<file path="config.mk">
export PLATFORM = sky130hd
export DESIGN_NAME = line_escape_motion_controller
export DESIGN_NICKNAME = d
export VERILOG_FILES = /design/src/hdl/lemc_pkg.sv /design/src/hdl/lemc_qmul.sv /design/src/hdl/line_escape_motion_controller.sv
export SDC_FILE = /design/constraint.sdc
export NUM_CORES = 1
export LEC_CHECK = 0
export ABC_AREA = 0
export BUFFER_PORTS_ARGS = -buffer_cell sky130_fd_sc_hd__buf_2
export CORE_MARGIN = 8
export CORE_UTILIZATION = 45
export CTS_BUF_LIST = sky130_fd_sc_hd__clkbuf_4 sky130_fd_sc_hd__clkbuf_8
export DETAILED_ROUTE_END_ITERATION = 10
export SLEW_MARGIN = 25
export SYNTH_ARGS = -nofsm -noshare
export SYNTH_HDL_FRONTEND = slang
export SYNTH_HIERARCHICAL = 1
export SYNTH_SLANG_ARGS = --single-unit
</file>
<file path="constraint.sdc">
create_clock -name clk -period 14.1 [get_ports clk]
set_input_delay 1.41 -clock clk [delete_from_list [all_inputs] [get_ports clk]]
set_output_delay 1.41 -clock clk [all_outputs]
set_load 0.02 [all_outputs]
</file>
<file path="src/hdl/lemc_pkg.sv">
// Shared types, constants and coefficient table for the line escape motion controller.
// No dependencies; used by lemc_qmul and line_escape_motion_controller.
package lemc_pkg;

	localparam int MOT_W  = 16;
	localparam int QFRAC  = 12;
	localparam int PROD_W = 18;
	localparam int AREA_W = 18;
	localparam int REG_W  = 16;
	localparam int TICK_W = 7;
	localparam int DIST_W = 8;

	localparam logic [TICK_W-1:0] TICK_ARM_LIM   = 7'd8;
	localparam logic [TICK_W-1:0] TICK_DAMP_LIM  = 7'd85;
	localparam logic [TICK_W-1:0] TICK_CLEAR_LIM = 7'd120;
	localparam logic [TICK_W-1:0] TICK_MAX       = 7'd127;
	localparam logic [DIST_W-1:0] NEAR_DIST      = 8'd11;

	localparam logic signed [MOT_W-1:0] FIX_M0P65 = -16'sd2662;
	localparam logic signed [MOT_W-1:0] FIX_P0P65 = 16'sd2662;
	localparam logic signed [MOT_W-1:0] FIX_M0P70 = -16'sd2867;
	localparam logic signed [MOT_W-1:0] FIX_P0P70 = 16'sd2867;

	localparam logic signed [PROD_W-1:0] SAT_MAX = 18'sd32767;
	localparam logic signed [PROD_W-1:0] SAT_MIN = -18'sd32768;

	localparam logic CFG_ARMED    = 1'b0;
	localparam logic CFG_KEEP_OUT = 1'b1;

	typedef enum logic [4:0] {
		S_IDLE,
		S_ON_X,
		S_ON_Y,
		S_ON_FIX,
		S_F_DRAIN,
		S_F_X,
		S_F_Y,
		S_B_DRAIN,
		S_B_X,
		S_B_Y,
		S_R_DRAIN,
		S_R_Y,
		S_R_X,
		S_L_DRAIN,
		S_L_Y,
		S_L_X,
		S_OFF_FIN,
		S_DONE
	} state_t;

	typedef enum logic [3:0] {
		COEF_M1P20,
		COEF_M0P80,
		COEF_M0P65,
		COEF_P1P20,
		COEF_M0P70,
		COEF_P0P70,
		COEF_P0P40,
		COEF_P1P25,
		COEF_P0P50,
		COEF_P0P65
	} coef_t;

	typedef struct packed {
		logic  use_y;
		coef_t coef;
	} mul_ctrl_t;

	function automatic logic signed [MOT_W-1:0] coef_value(coef_t c);
		logic signed [MOT_W-1:0] v;
		case (c)
			COEF_M1P20: v = -16'sd4915;
			COEF_M0P80: v = -16'sd3277;
			COEF_M0P65: v = -16'sd2662;
			COEF_P1P20: v = 16'sd4915;
			COEF_M0P70: v = -16'sd2867;
			COEF_P0P70: v = 16'sd2867;
			COEF_P0P40: v = 16'sd1638;
			COEF_P1P25: v = 16'sd5120;
			COEF_P0P50: v = 16'sd2048;
			COEF_P0P65: v = 16'sd2662;
			default:    v = '0;
		endcase
		return v;
	endfunction

endpackage

</file>
<file path="src/hdl/lemc_qmul.sv">
// Shared Q3.12 constant multiplier: operand select, floor shift and saturation.
// Depends on lemc_pkg.
module lemc_qmul (
	input  logic signed [lemc_pkg::MOT_W-1:0]  x_op,
	input  logic signed [lemc_pkg::MOT_W-1:0]  y_op,
	input  lemc_pkg::mul_ctrl_t                ctrl,
	output logic signed [lemc_pkg::PROD_W-1:0] prod,
	output logic signed [lemc_pkg::MOT_W-1:0]  prod_sat
);

	logic signed [lemc_pkg::MOT_W-1:0]   op;
	logic signed [2*lemc_pkg::MOT_W-1:0] full;

	assign op   = ctrl.use_y ? y_op : x_op;
	assign full = op * lemc_pkg::coef_value(ctrl.coef);
	// arithmetic shift, result always fits PROD_W
	assign prod = full[lemc_pkg::QFRAC+lemc_pkg::PROD_W-1:lemc_pkg::QFRAC];

	always_comb begin
		if (prod > lemc_pkg::SAT_MAX) begin
			prod_sat = lemc_pkg::SAT_MAX[lemc_pkg::MOT_W-1:0];
		end else if (prod < lemc_pkg::SAT_MIN) begin
			prod_sat = lemc_pkg::SAT_MIN[lemc_pkg::MOT_W-1:0];
		end else begin
			prod_sat = prod[lemc_pkg::MOT_W-1:0];
		end
	end

endmodule

</file>
<file path="src/hdl/line_escape_motion_controller.sv">
// On-line requests step ON_X, ON_Y, ON_FIX; off-line requests step the four drain checks
// and OFF_FIN, plus X and Y steps per drain taken (at most two per request); then DONE.
// Throughput: one request at a time; in_ready returns the cycle the result is registered.
// A result stalled on out_ready holds the sequencer in its final state.
// A single shared multiplier is stepped by the sequencer.
// Reset (arst_n low, asynchronous): tick count and areas clear, levels load defaults.
module line_escape_motion_controller (
	input  logic                                clk,
	input  logic                                arst_n,
	input  logic                                cfg_we,
	input  logic [0:0]                          cfg_index,
	input  logic [lemc_pkg::REG_W-1:0]          cfg_data,
	input  logic                                in_valid,
	output logic                                in_ready,
	input  logic                                on_line,
	input  logic                                front_level,
	input  logic                                back_level,
	input  logic                                right_level,
	input  logic                                left_level,
	input  logic signed [lemc_pkg::MOT_W-1:0]   move_x,
	input  logic signed [lemc_pkg::MOT_W-1:0]   move_y,
	input  logic [lemc_pkg::DIST_W-1:0]         ir_distance,
	output logic                                out_valid,
	input  logic                                out_ready,
	output logic signed [lemc_pkg::MOT_W-1:0]   drive_x,
	output logic signed [lemc_pkg::MOT_W-1:0]   drive_y
);

	lemc_pkg::state_t state_q, state_nxt;
	lemc_pkg::mul_ctrl_t mul_ctrl;

	logic [lemc_pkg::REG_W-1:0]          armed_q, keep_q;
	logic [lemc_pkg::TICK_W-1:0]         ticks_q;
	logic signed [lemc_pkg::AREA_W-1:0]  front_q, back_q, right_q, left_q;
	logic signed [lemc_pkg::MOT_W-1:0]   x_q, y_q, drive_x_q, drive_y_q;
	logic                                see_f_q, see_b_q, see_r_q, see_l_q, near_q;
	logic                                out_valid_q;

	logic signed [lemc_pkg::PROD_W-1:0]  prod;
	logic signed [lemc_pkg::MOT_W-1:0]   prod_sat;
	logic signed [lemc_pkg::AREA_W-1:0]  arm_s, ko_s;
	logic signed [lemc_pkg::MOT_W-1:0]   fx1, fx2, fy1, fy2;
	logic                                accept, load_out, early, damp;
	logic                                f_cond, b_cond, r_cond, l_cond;

	lemc_qmul u_qmul (
		.x_op     (x_q),
		.y_op     (y_q),
		.ctrl     (mul_ctrl),
		.prod     (prod),
		.prod_sat (prod_sat)
	);

	assign accept   = in_valid && in_ready;
	assign load_out = (state_q == lemc_pkg::S_DONE) && (!out_valid_q || out_ready);
	assign early    = ticks_q < lemc_pkg::TICK_ARM_LIM;
	assign damp     = ticks_q < lemc_pkg::TICK_DAMP_LIM;
	assign arm_s    = {{(lemc_pkg::AREA_W-lemc_pkg::REG_W){1'b0}}, armed_q};
	assign ko_s     = {{(lemc_pkg::AREA_W-lemc_pkg::REG_W){1'b0}}, keep_q};

	assign f_cond = (front_q > 0) && (y_q < 0);
	assign b_cond = (back_q > 0) && (y_q > 0);
	assign r_cond = (right_q > 0) && (x_q < 0);
	assign l_cond = (left_q > 0) && (x_q > 0);

	// on-line push-back overrides, applied in order
	always_comb begin
		fy1 = ((front_q > 0) && (y_q > 0)) ? lemc_pkg::FIX_M0P65 : y_q;
		fy2 = ((back_q > 0) && (fy1 < 0)) ? lemc_pkg::FIX_P0P65 : fy1;
		fx1 = ((right_q > 0) && (x_q > 0)) ? lemc_pkg::FIX_M0P70 : x_q;
		fx2 = ((left_q > 0) && (fx1 < 0)) ? lemc_pkg::FIX_P0P70 : fx1;
	end

	// next state
	always_comb begin
		state_nxt = state_q;
		case (state_q)
			lemc_pkg::S_IDLE:    if (accept) state_nxt = on_line ? lemc_pkg::S_ON_X
									: lemc_pkg::S_F_DRAIN;
			lemc_pkg::S_ON_X:    state_nxt = lemc_pkg::S_ON_Y;
			lemc_pkg::S_ON_Y:    state_nxt = lemc_pkg::S_ON_FIX;
			lemc_pkg::S_ON_FIX:  state_nxt = lemc_pkg::S_DONE;
			lemc_pkg::S_F_DRAIN: state_nxt = f_cond ? lemc_pkg::S_F_X : lemc_pkg::S_B_DRAIN;
			lemc_pkg::S_F_X:     state_nxt = lemc_pkg::S_F_Y;
			lemc_pkg::S_F_Y:     state_nxt = lemc_pkg::S_B_DRAIN;
			lemc_pkg::S_B_DRAIN: state_nxt = b_cond ? lemc_pkg::S_B_X : lemc_pkg::S_R_DRAIN;
			lemc_pkg::S_B_X:     state_nxt = lemc_pkg::S_B_Y;
			lemc_pkg::S_B_Y:     state_nxt = lemc_pkg::S_R_DRAIN;
			lemc_pkg::S_R_DRAIN: state_nxt = r_cond ? lemc_pkg::S_R_Y : lemc_pkg::S_L_DRAIN;
			lemc_pkg::S_R_Y:     state_nxt = lemc_pkg::S_R_X;
			lemc_pkg::S_R_X:     state_nxt = lemc_pkg::S_L_DRAIN;
			lemc_pkg::S_L_DRAIN: state_nxt = l_cond ? lemc_pkg::S_L_Y : lemc_pkg::S_OFF_FIN;
			lemc_pkg::S_L_Y:     state_nxt = lemc_pkg::S_L_X;
			lemc_pkg::S_L_X:     state_nxt = lemc_pkg::S_OFF_FIN;
			lemc_pkg::S_OFF_FIN: state_nxt = lemc_pkg::S_DONE;
			lemc_pkg::S_DONE:    if (load_out) state_nxt = lemc_pkg::S_IDLE;
			default:             state_nxt = lemc_pkg::S_IDLE;
		endcase
	end

	// sequencer outputs
	always_comb begin
		in_ready       = (state_q == lemc_pkg::S_IDLE);
		mul_ctrl.use_y = 1'b0;
		mul_ctrl.coef  = lemc_pkg::COEF_P0P50;
		case (state_q)
			lemc_pkg::S_ON_X: begin
				mul_ctrl.coef = early ? lemc_pkg::COEF_M1P20 : lemc_pkg::COEF_M0P80;
			end
			lemc_pkg::S_ON_Y: begin
				mul_ctrl.use_y = 1'b1;
				mul_ctrl.coef  = early ? lemc_pkg::COEF_M0P80 : lemc_pkg::COEF_M0P65;
			end
			lemc_pkg::S_F_DRAIN: begin
				mul_ctrl.use_y = 1'b1;
				mul_ctrl.coef  = lemc_pkg::COEF_M1P20;
			end
			lemc_pkg::S_F_X, lemc_pkg::S_B_X: begin
				mul_ctrl.coef = lemc_pkg::COEF_P0P40;
			end
			lemc_pkg::S_F_Y, lemc_pkg::S_B_Y: begin
				mul_ctrl.use_y = 1'b1;
				mul_ctrl.coef  = lemc_pkg::COEF_P1P25;
			end
			lemc_pkg::S_B_DRAIN: begin
				mul_ctrl.use_y = 1'b1;
				mul_ctrl.coef  = lemc_pkg::COEF_P1P20;
			end
			lemc_pkg::S_R_DRAIN: begin
				mul_ctrl.coef = lemc_pkg::COEF_M0P70;
			end
			lemc_pkg::S_L_DRAIN: begin
				mul_ctrl.coef = lemc_pkg::COEF_P0P70;
			end
			lemc_pkg::S_R_Y, lemc_pkg::S_L_Y: begin
				mul_ctrl.use_y = 1'b1;
				mul_ctrl.coef  = lemc_pkg::COEF_P0P50;
			end
			lemc_pkg::S_R_X, lemc_pkg::S_L_X: begin
				mul_ctrl.coef = lemc_pkg::COEF_P0P65;
			end
			default: begin
				mul_ctrl.use_y = 1'b0;
			end
		endcase
	end

	// control state, levels and escape areas
	always_ff @(posedge clk or negedge arst_n) begin
		if (!arst_n) begin
			state_q     <= lemc_pkg::S_IDLE;
			armed_q     <= 16'd4096;
			keep_q      <= 16'd2048;
			ticks_q     <= '0;
			front_q     <= '0;
			back_q      <= '0;
			right_q     <= '0;
			left_q      <= '0;
			out_valid_q <= 1'b0;
		end else begin
			state_q <= state_nxt;
			if (cfg_we) begin
				case (cfg_index)
					lemc_pkg::CFG_ARMED:    armed_q <= cfg_data;
					lemc_pkg::CFG_KEEP_OUT: keep_q  <= cfg_data;
					default:                armed_q <= armed_q;
				endcase
			end
			if (load_out) begin
				out_valid_q <= 1'b1;
			end else if (out_ready) begin
				out_valid_q <= 1'b0;
			end
			if (accept) begin
				if (!on_line) begin
					ticks_q <= '0;
				end else if (ticks_q != lemc_pkg::TICK_MAX) begin
					ticks_q <= ticks_q + 1'b1;
				end
			end
			case (state_q)
				lemc_pkg::S_ON_X: begin
					if (early) begin
						if (see_f_q && front_q < arm_s) front_q <= arm_s;
						if (see_b_q && back_q < arm_s)  back_q  <= arm_s;
						if (see_r_q && right_q < arm_s) right_q <= arm_s;
						if (see_l_q && left_q < arm_s)  left_q  <= arm_s;
					end
				end
				lemc_pkg::S_ON_FIX: begin
					if (ticks_q > lemc_pkg::TICK_CLEAR_LIM) begin
						front_q <= '0;
						back_q  <= '0;
						right_q <= '0;
						left_q  <= '0;
					end
				end
				lemc_pkg::S_F_DRAIN: if (f_cond) front_q <= front_q - prod;
				lemc_pkg::S_B_DRAIN: if (b_cond) back_q  <= back_q - prod;
				lemc_pkg::S_R_DRAIN: if (r_cond) right_q <= right_q - prod;
				lemc_pkg::S_L_DRAIN: if (l_cond) left_q  <= left_q - prod;
				lemc_pkg::S_OFF_FIN: begin
					if (near_q || front_q < 0) front_q <= '0;
					if (near_q || back_q < 0)  back_q  <= '0;
					if (near_q || right_q < 0) right_q <= '0;
					if (near_q || left_q < 0)  left_q  <= '0;
				end
				default: begin
					front_q <= front_q;
				end
			endcase
		end
	end

	// motion payload
	always_ff @(posedge clk) begin
		if (accept) begin
			x_q     <= move_x;
			y_q     <= move_y;
			see_f_q <= !front_level;
			see_b_q <= !back_level;
			see_r_q <= !right_level;
			see_l_q <= !left_level;
			near_q  <= ir_distance < lemc_pkg::NEAR_DIST;
		end
		if (load_out) begin
			drive_x_q <= x_q;
			drive_y_q <= y_q;
		end
		case (state_q)
			lemc_pkg::S_ON_X: if (damp) x_q <= prod_sat;
			lemc_pkg::S_ON_Y: if (damp) y_q <= prod_sat;
			lemc_pkg::S_ON_FIX: begin
				if (!early) begin
					x_q <= fx2;
					y_q <= fy2;
				end
			end
			lemc_pkg::S_F_X, lemc_pkg::S_B_X, lemc_pkg::S_R_X, lemc_pkg::S_L_X: begin
				x_q <= prod_sat;
			end
			lemc_pkg::S_F_Y, lemc_pkg::S_B_Y, lemc_pkg::S_R_Y, lemc_pkg::S_L_Y: begin
				y_q <= prod_sat;
			end
			lemc_pkg::S_OFF_FIN: begin
				if (front_q > ko_s || back_q > ko_s) y_q <= '0;
				if (right_q > ko_s || left_q > ko_s) x_q <= '0;
			end
			default: begin
			end
		endcase
	end

	assign out_valid = out_valid_q;
	assign drive_x   = drive_x_q;
	assign drive_y   = drive_y_q;

endmodule

</file>
* Yosys cells after proc, flatten, opt, wreduce, memory -nomap -nowiden
Memories as Yosys holds them, arrays and structs flattened. Cells that the tools add are included.
Cells by class: add/sub/neg operators 5, mux-type cells 54, equal/unequal tests 35, multipliers 1, order comparisons 28, bitwise gates (word level) 1, reduce and logical (&&, ||, !) cells 47
Operators with widths (count):
- $mux W18 | 17
- $pmux W18 S4 | 4
- $mux W16 | 15
- $pmux W16 S4 | 2
- $pmux W5 S17 | 1
- $gt A18 B1 Y1 const B | 4
- $gt A18 B17 Y1 | 4
- $lt A18 B1 Y1 const B | 4
- $lt A18 B17 Y1 | 4
- $sub A18 B18 Y18 | 4
- $lt A16 B1 Y1 const B | 4
- $eq A5 B4 Y1 const B | 8
- $pmux W4 S9 | 1
- $gt A16 B1 Y1 const B | 2
- $mul A16 B16 Y30 | 1
- $ne A2 B2 Y1 const B | 15
- $reduce_and A6 Y1 | 4
- $eq A5 B3 Y1 const B | 4
- $gt A18 B16 Y1 const B | 1
- $lt A18 B16 Y1 const B | 1
- $reduce_bool A4 Y1 | 4
- $mux W5 | 3
- $logic_and A1 B1 Y1 | 14
- $mux W7 | 2
- 22 further kinds | 48
Storage, ports and cells: word-level logic and storage cells 190, flip-flop bits (word level) 186, memory bits (read-only) 256, memories kept 1
Memories:
- (no name shown) | words 16, width 16, rd ports 1, clocked after memory_dff 0, wr ports 0, RTL line lemc_pkg.sv:71 | case (c)

* Depth between registers and ports, before layout
Gate-level depths: netlist of run 1.
depth in word-level cells 10, mapped depth 45

* By module
Netlist of run 1, hierarchy kept.
By module, submodules not included:
- line_escape_motion_controller | cells each 1745, times used 1, area each 15164.5 um^2
- lemc_qmul | cells each 1124, times used 1, area each 9729.3 um^2

* Least setup slack after synthesis of run 1
OpenSTA, ideal clock, no wires.
path type flip-flop to flip-flop, start register ticks_q[6] (netlist name), end register back_q[17] (netlist name), period minus slack after synthesis 10.525 ns, library setup time 0.121 ns, arrival 10.404 ns, path slack 3.575 ns, cell stages (with the launch flop) 40, cell sequence dfrtp_1 nor4_1 clkbuf_1 a211oi_1 nor4bb_1 inv_1 ha_1 nand3_1 o21a_1 clkbuf_1 nor2_1 fa_1 inv_1 fa_1 fa_1 fa_1 inv_1 fa_1 [... 4 more ...] a21o_1 a21o_1 a211oi_1 nand2_1 a21o_1 a311oi_1 xnor2_1 inv_1 inv_1 ha_1 a21o_1 nor3_1 a21oi_1 a2111oi_0 o21ba_2 nor4bb_1 nor4_2 o22a_1
RTL lines:
- start: declaration | RTL line line_escape_motion_controller.sv:33 | logic [lemc_pkg::TICK_W-1:0] ticks_q;
- start signal: assignment | RTL line line_escape_motion_controller.sv:178 | ticks_q <= ticks_q + 1'b1;
- end signal: assignment | RTL line line_escape_motion_controller.sv:185 | if (see_b_q && back_q < arm_s) back_q <= arm_s;
- end signal: assignment | RTL line line_escape_motion_controller.sv:199 | lemc_pkg::S_B_DRAIN: if (b_cond) back_q <= back_q - prod;
- end: declaration | RTL line line_escape_motion_controller.sv:34 | logic signed [lemc_pkg::AREA_W-1:0] front_q, back_q, right_q, left_q;

==> results of run 1 <==
==> Yosys cell counts, types with 28 or more instances <==
cell type,instances
mux2_2,39
o21ai_0,146
nand2b_1,33
a31oi_1,50
fa_1,250
a21oi_1,139
and3_1,28
edfxtp_1,67
nand3_1,72
nand2_1,321
clkbuf_1,56
inv_1,450
nand4_1,33
dfrtp_1,115
nor2_1,218
ha_1,277
mux2i_1,28
a21o_1,54
xor2_1,29
a211oi_1,35
xnor2_1,46
nor3_1,40
==> worst max path at each step <==
stage / from / endpoint / slack (ps)
CTS: state_q[2] / back_q[17] / 2050
global route: state_q[2] / back_q[17] / 1090
floorplan: ticks_q[6] / back_q[17] / 3570
global placement: state_q[2] / back_q[17] / 2420
finish: state_q[2] / back_q[17] / 1800
detailed placement: state_q[2] / back_q[17] / 2130
==> per-stage QoR <==
stage | std cells | utilization | worst slack (ps)
5_1_grt | 3654 | 0.4854 | 1088
4_1_cts | 3653 | 0.4850 | 2051
2_1_floorplan | 2869 | - | 3575
3_3_place_gp | 3621 | 0.4774 | 2421
3_5_place_dp | 3621 | 0.4777 | 2126
6_report | 3654 | 0.4854 | 1802
==> final cells by class <==
| type | count | share of cell area |
|---|---|---|
| Timing Repair Buffer | 134 | 0.02894 |
| Multi-Input combinational cell | 2146 | 0.6723 |
| Clock inverter | 15 | 0.006153 |
| Inverter | 452 | 0.06369 |
| Clock buffer | 17 | 0.008784 |
| Sequential cell | 186 | 0.1871 |
| Tap cell | 704 | 0.03307 |
==> critical path, delay by kind of cell, from the launching register on <==
kind / cells / cell delay (ps)
XOR/XNOR: 1 / 460
buffers and inverters: 10 / 1220
flip-flops: 1 / 950
AND/OR/NAND/NOR: 6 / 1530
adder cells (fa/ha/maj): 9 / 4310
AO/OA/AOI/OAI: 15 / 3700
==> flip-flops by register name (all words and copies together) (netlist names) <==
| signal | flops |
|---|---|
| drive_x | 16 |
| see_l_q | 1 |
| state_q | 5 |
| ticks_q | 7 |
| front_q | 18 |
| see_f_q | 1 |
| right_q | 18 |
| out_valid | 1 |
| see_b_q | 1 |
| see_r_q | 1 |
| y_q | 16 |
| near_q | 1 |
| drive_y | 16 |
| left_q | 18 |
| back_q | 18 |
| armed_q | 16 |
| keep_q | 16 |
| x_q | 16 |
==> cells in the final DEF (no fill, tap or decap), drive strengths merged, types with 42 or more instances in the layout <==
cell type,Yosys,routed
inv,452,461
nand2,323,323
ha,277,277
fa,250,250
nor2,219,219
o21ai,161,161
a21oi,141,141
buf,28,134
dfrtp,115,115
nand3,72,72
edfxtp,67,67
a21o,54,54
a31oi,51,51
xnor2,47,47
nor3,42,42
==> cells by family (layout without fill, tap and decap cells) <==
group | count (synthesis) | count (layout)
adders and majority gates | 527 | 527
muxes | 68 | 68
buffers and inverters | 537 | 618
and+or+nand+nor | 856 | 856
xor gates and xnor gates | 76 | 76
AOI/OAI and AO/OA | 619 | 619
DFF | 186 | 186
==> layer usage <==
metal / vias to the layer above / global-route usage
met2: 961 / 0.3945
met5: - / 0
met1: 10630 / 0.3863
li1: 9933 / -
met3: 129 / 0.05226
met4: 0 / 0.05687
==> summary.txt, run 1 <==
Synth
  – Synth Area in Adders: 0.3403
  – Mapped cell area: 24890 um2
  – Main combinational cell family by area after synthesis: adder cells
  – Seq/Total Area, Yosys: 0.2001
  – Area contributors post-synth: fa_1 (20%), ha_1 (14%), dfrtp_1 (12%), edfxtp_1 (8.1%), inv_1 (6.8%)
  – Area share of the largest cell type after synthesis: 0.2010
  – Simple-Gate Fraction of Synth Area: 0.1588
  – Ys async rst share: 0.6290
  – Number of synthesized flops with an enable pin: 67
  – Net Count, Synth: 3463
  – Post-Synthesis Cells: 2869
  – Largest area contributor in the netlist: fa_1
  – Post-Synth XOR/XNOR Area: 0.02704
  – Synth Register Bits: 186
  – Mux cell area share after synthesis: 0.02945
  – Synth Warn #: 6
  – Distinct cell type count after synthesis: 95
  – Complex-gate fraction of the synthesized area: 0.1617
  – Syn Area/Cell: 8.677 um2
  – Synth Flop Type: dfrtp_1

Floorplanning
  – I/O pin cnt: 101
  – Core area: 54880 um2
  – Die height: 251.2 um
  – Standard-cell row count: 86
  – Die extent in x: 251.2 um
  – Die area: 63100 um2
  – Starting Density: 0.4536

Worst hold path
  – Hold Crit Start: keep_q[4]
  – Hold Path Class: reg2reg
  – Worst Hold Depth: 1
  – Hold endpoint: keep_q[4]

STA
  – Tcrit/Tclk final: 0.8722
  – FMAX: 81.31 MHz
  – Final Max Tran Viols: 0
  – Final setup vio count: 0
  – Worst slew pin tran: 1092 ps
  – Crit path time final: 12300 ps
  – RSZ-0062 raised after global routing: false
  – Setup_tns: 0 ps
  – Clk_skew: 27.54 ps
  – Fin. Hold Viols: 0
  – Slew Limit Headroom: 0.2673
  – WHS: 515.9 ps

Route
  – Met3 wire len: 7357 um
  – ANT nets after route: 0
  – Routed metal-1 wirelength: 38000 um
  – # DRC: 0
  – Met2 Wirelength: 35910 um
  – Post-Route WL: 82930 um
  – Highest routed layer: met4
  – WL/cell: 22.69 um
  – Pre-antenna DRT Iters: 7
  – Routed vias/inst: 5.925
  – Vias: 21650
  – Drt initial violations: 2106

Clock network
  – TritonCTS clock tree: done
  – Clk_lat worst skew: 550 ps
  – Cts hold-fix bufs: 0
  – # resized after CTS: 0
  – Max clock buf depth: 2
  – Root buf cell: clkbuf_8
  – Clock-pin slew on the worst setup and hold paths: 120 ps
  – Cts bufs inserted: 17
  – # clock sinks: 186
  – CTS H-tree depth: 4
  – Post-CTS Setup Bufs: 0

Final layout
  – Multi-input gate area: 17910 um2
  – Number of fill cells: 5245
  – Final nets: 3531
  – Seq. cell area: 4984 um2
  – Design area: 26640 um2
  – Area growth syn-to-layout: 7.001%
  – Layout cells sized above 1: 0.08678
  – Diodes inserted: 0

Flow run
  – Maximum Capacitance Violations: 0

GRT
  – Largest net degree at the start of global routing: 63
  – Tot GR Track Use: 0.2622
  – Initial antenna violation count: 0
  – Global-route wire length before repair: 128700 um
  – Vias in the first global route: 21120
  – Grt ovf: 0

Placement
  – Port-buffer cells: 100
  – Post-DP HPWL: 68060 um
  – Area after DPL: 26220 um2
  – Gpl congestion: 0.9713

Worst setup path
  – Worst R2R End: back_q[17]
  – Critical R2R Launch: state_q[2]
  – Most numerous cell on the critical path: inv_1
  – Worst-case reg-to-reg path depth: 41
  – Worst Path Required: 14540 ps
  – Slowest cell on crit path: dfrtp_1
  – Worst path max stage delay: 950 ps
  – Crit path DAT: 12740 ps
  – Flop-to-flop setup slack: 1800 ps
  – Startpoint Class: flip-flop
  – Setup Crit Path Kind: reg2reg
  – Crit path max fanout: 30
  – Worst setup EP type: flip-flop

Run status
  – Outcome: finished clean
Power of run 1 is left out: the tool's default activity adds up to more than one toggle a clock period on the data nets, which glitch-free logic cannot reach.
==> run 2, diff against run 1 <==
==> constraint.sdc (replaced) <==
create_clock -name clk -period 12.1 [get_ports clk]
set_input_delay 1.21 -clock clk [delete_from_list [all_inputs] [get_ports clk]]
set_output_delay 1.21 -clock clk [all_outputs]
set_load 0.02 [all_outputs]
==> summary.txt, run 2 (synthesis results as in run 1) <==
Placement
  – Port-buffer cells: 100
  – Gpl congestion: 0.9461
  – Post-DP HPWL: 67850 um
  – Area after DPL: 26340 um2

Worst setup path
  – Worst R2R End: back_q[17]
  – Worst setup EP type: flip-flop
  – Worst Path Required: 12570 ps
  – Crit path max fanout: 16
  – Startpoint Class: flip-flop
  – Worst-case reg-to-reg path depth: 40
  – Slowest cell on crit path: a2111oi_0
  – Worst path max stage delay: 660 ps
  – Flop-to-flop setup slack: 870 ps
  – Crit path DAT: 11700 ps
  – Setup Crit Path Kind: reg2reg
  – Critical R2R Launch: ticks_q[6]

Route
  – WL/cell: 22.45 um
  – Routed vias/inst: 5.887
  – Drt initial violations: 2083
  – ANT nets after route: 0
  – Pre-antenna DRT Iters: 6
  – Post-Route WL: 82420 um
  – Vias: 21610
  – # DRC: 0

Clock network
  – Max clock buf depth: 2
  – Clock-pin slew on the worst setup and hold paths: 120 ps
  – Root buf cell: clkbuf_8
  – # clock sinks: 186
  – Cts hold-fix bufs: 0
  – Clk_lat worst skew: 570 ps
  – # resized after CTS: 0
  – CTS H-tree depth: 4
  – Post-CTS Setup Bufs: 0
  – Cts bufs inserted: 17
  – TritonCTS clock tree: done

STA
  – RSZ-0062 raised after global routing: false
  – Final Max Tran Viols: 0
  – Setup_tns: 0 ps
  – Worst slew pin tran: 1145 ps
  – Final setup vio count: 0
  – Fin. Hold Viols: 0
  – Clk_skew: 25.16 ps
  – WHS: 515.2 ps
  – Crit path time final: 11230 ps
  – Slew Limit Headroom: 0.2315
  – Tcrit/Tclk final: 0.9285
  – FMAX: 89.01 MHz

Floorplanning
  – I/O pin cnt: 101
  – Die height: 251.2 um
  – Core area: 54880 um2
  – Die area: 63100 um2
  – Standard-cell row count: 86
  – Starting Density: 0.4536
  – Die extent in x: 251.2 um

Final layout
  – Diodes inserted: 0
  – Final nets: 3548
  – Commonest non-fill, non-tap cell in the layout: inv_1
  – Number of fill cells: 5328
  – Design area: 26750 um2
  – Layout cells sized above 1: 0.09201
  – Leading cell types in the layout, fill and taps excluded: inv_1 (450), nand2_1 (321), ha_1 (277), fa_1 (250), nor2_1 (217)
  – Fin util: 0.4874
  – Area growth syn-to-layout: 7.439%

Worst hold path
  – Hold Crit Start: keep_q[5]
  – Hold endpoint: keep_q[5]
  – Worst Hold Depth: 1
  – Hold Path Class: reg2reg

GRT
  – Grt ovf: 0
  – Global-route wire length before repair: 128100 um
  – Largest net degree at the start of global routing: 65
  – Initial antenna violation count: 0
  – Vias in the first global route: 21330
  – Tot GR Track Use: 0.2614

Flow run
  – Maximum Capacitance Violations: 0

Run status
  – Outcome: finished clean
-- run 2: worst max-delay path: cells and delay by family, from the launching register on --
| family | cells | cell delay, ps |
|---|---|---|
| simple gates | 10 | 2110 |
| fa+ha+maj | 9 | 4240 |
| buf+inv | 7 | 920 |
| flops | 1 | 470 |
| compound gates | 14 | 3380 |
-- run 2: worst max path at each step --
stage,start,endpoint,slack [ps],cells after the start
2_1_floorplan,ticks_q[6],back_q[17],1570,39
3_3_place_gp,ticks_q[6],back_q[17],1220,40
3_5_place_dp,ticks_q[6],back_q[17],910,40
4_1_cts,ticks_q[6],back_q[17],840,40
5_1_grt,ticks_q[6],back_q[17],160,42
6_report,ticks_q[6],back_q[17],870,40
-- run 2: routing by layer --
metal / part of all wire / global-route usage / vias to the layer above / routed length, um
met5: 0 / 0 / - / 0
met4: 0.024 / 0.06335 / 0 / 1943
met3: 0.079 / 0.04337 / 124 / 6544
met2: 0.44 / 0.4070 / 918 / 36590
met1: 0.45 / 0.3768 / 10610 / 37340
li1: - / - / 9964 / -
-- run 2: metrics by stage --
stage | std cells | setup WS (ps)
after global placement | 3639 | 1217
after CTS | 3671 | 836.9
after floorplan | 2869 | 1575
after detailed placement | 3639 | 905.1
final | 3671 | 865.5
after global routing | 3671 | 163.0
-- run 2: area by class of cell --
cell class,instances,area (um2),share of cell area
inverters,452,1697,0.06344
clock buffers,18,241.5,0.009029
clock inverters,14,157.7,0.005894
repair buffers,151,885.9,0.03312
multi-input cells,2146,17900,0.6693
well taps,704,880.8,0.03293
flip-flops and latches,186,4982,0.1863
Power of run 2 is left out for the same reason.
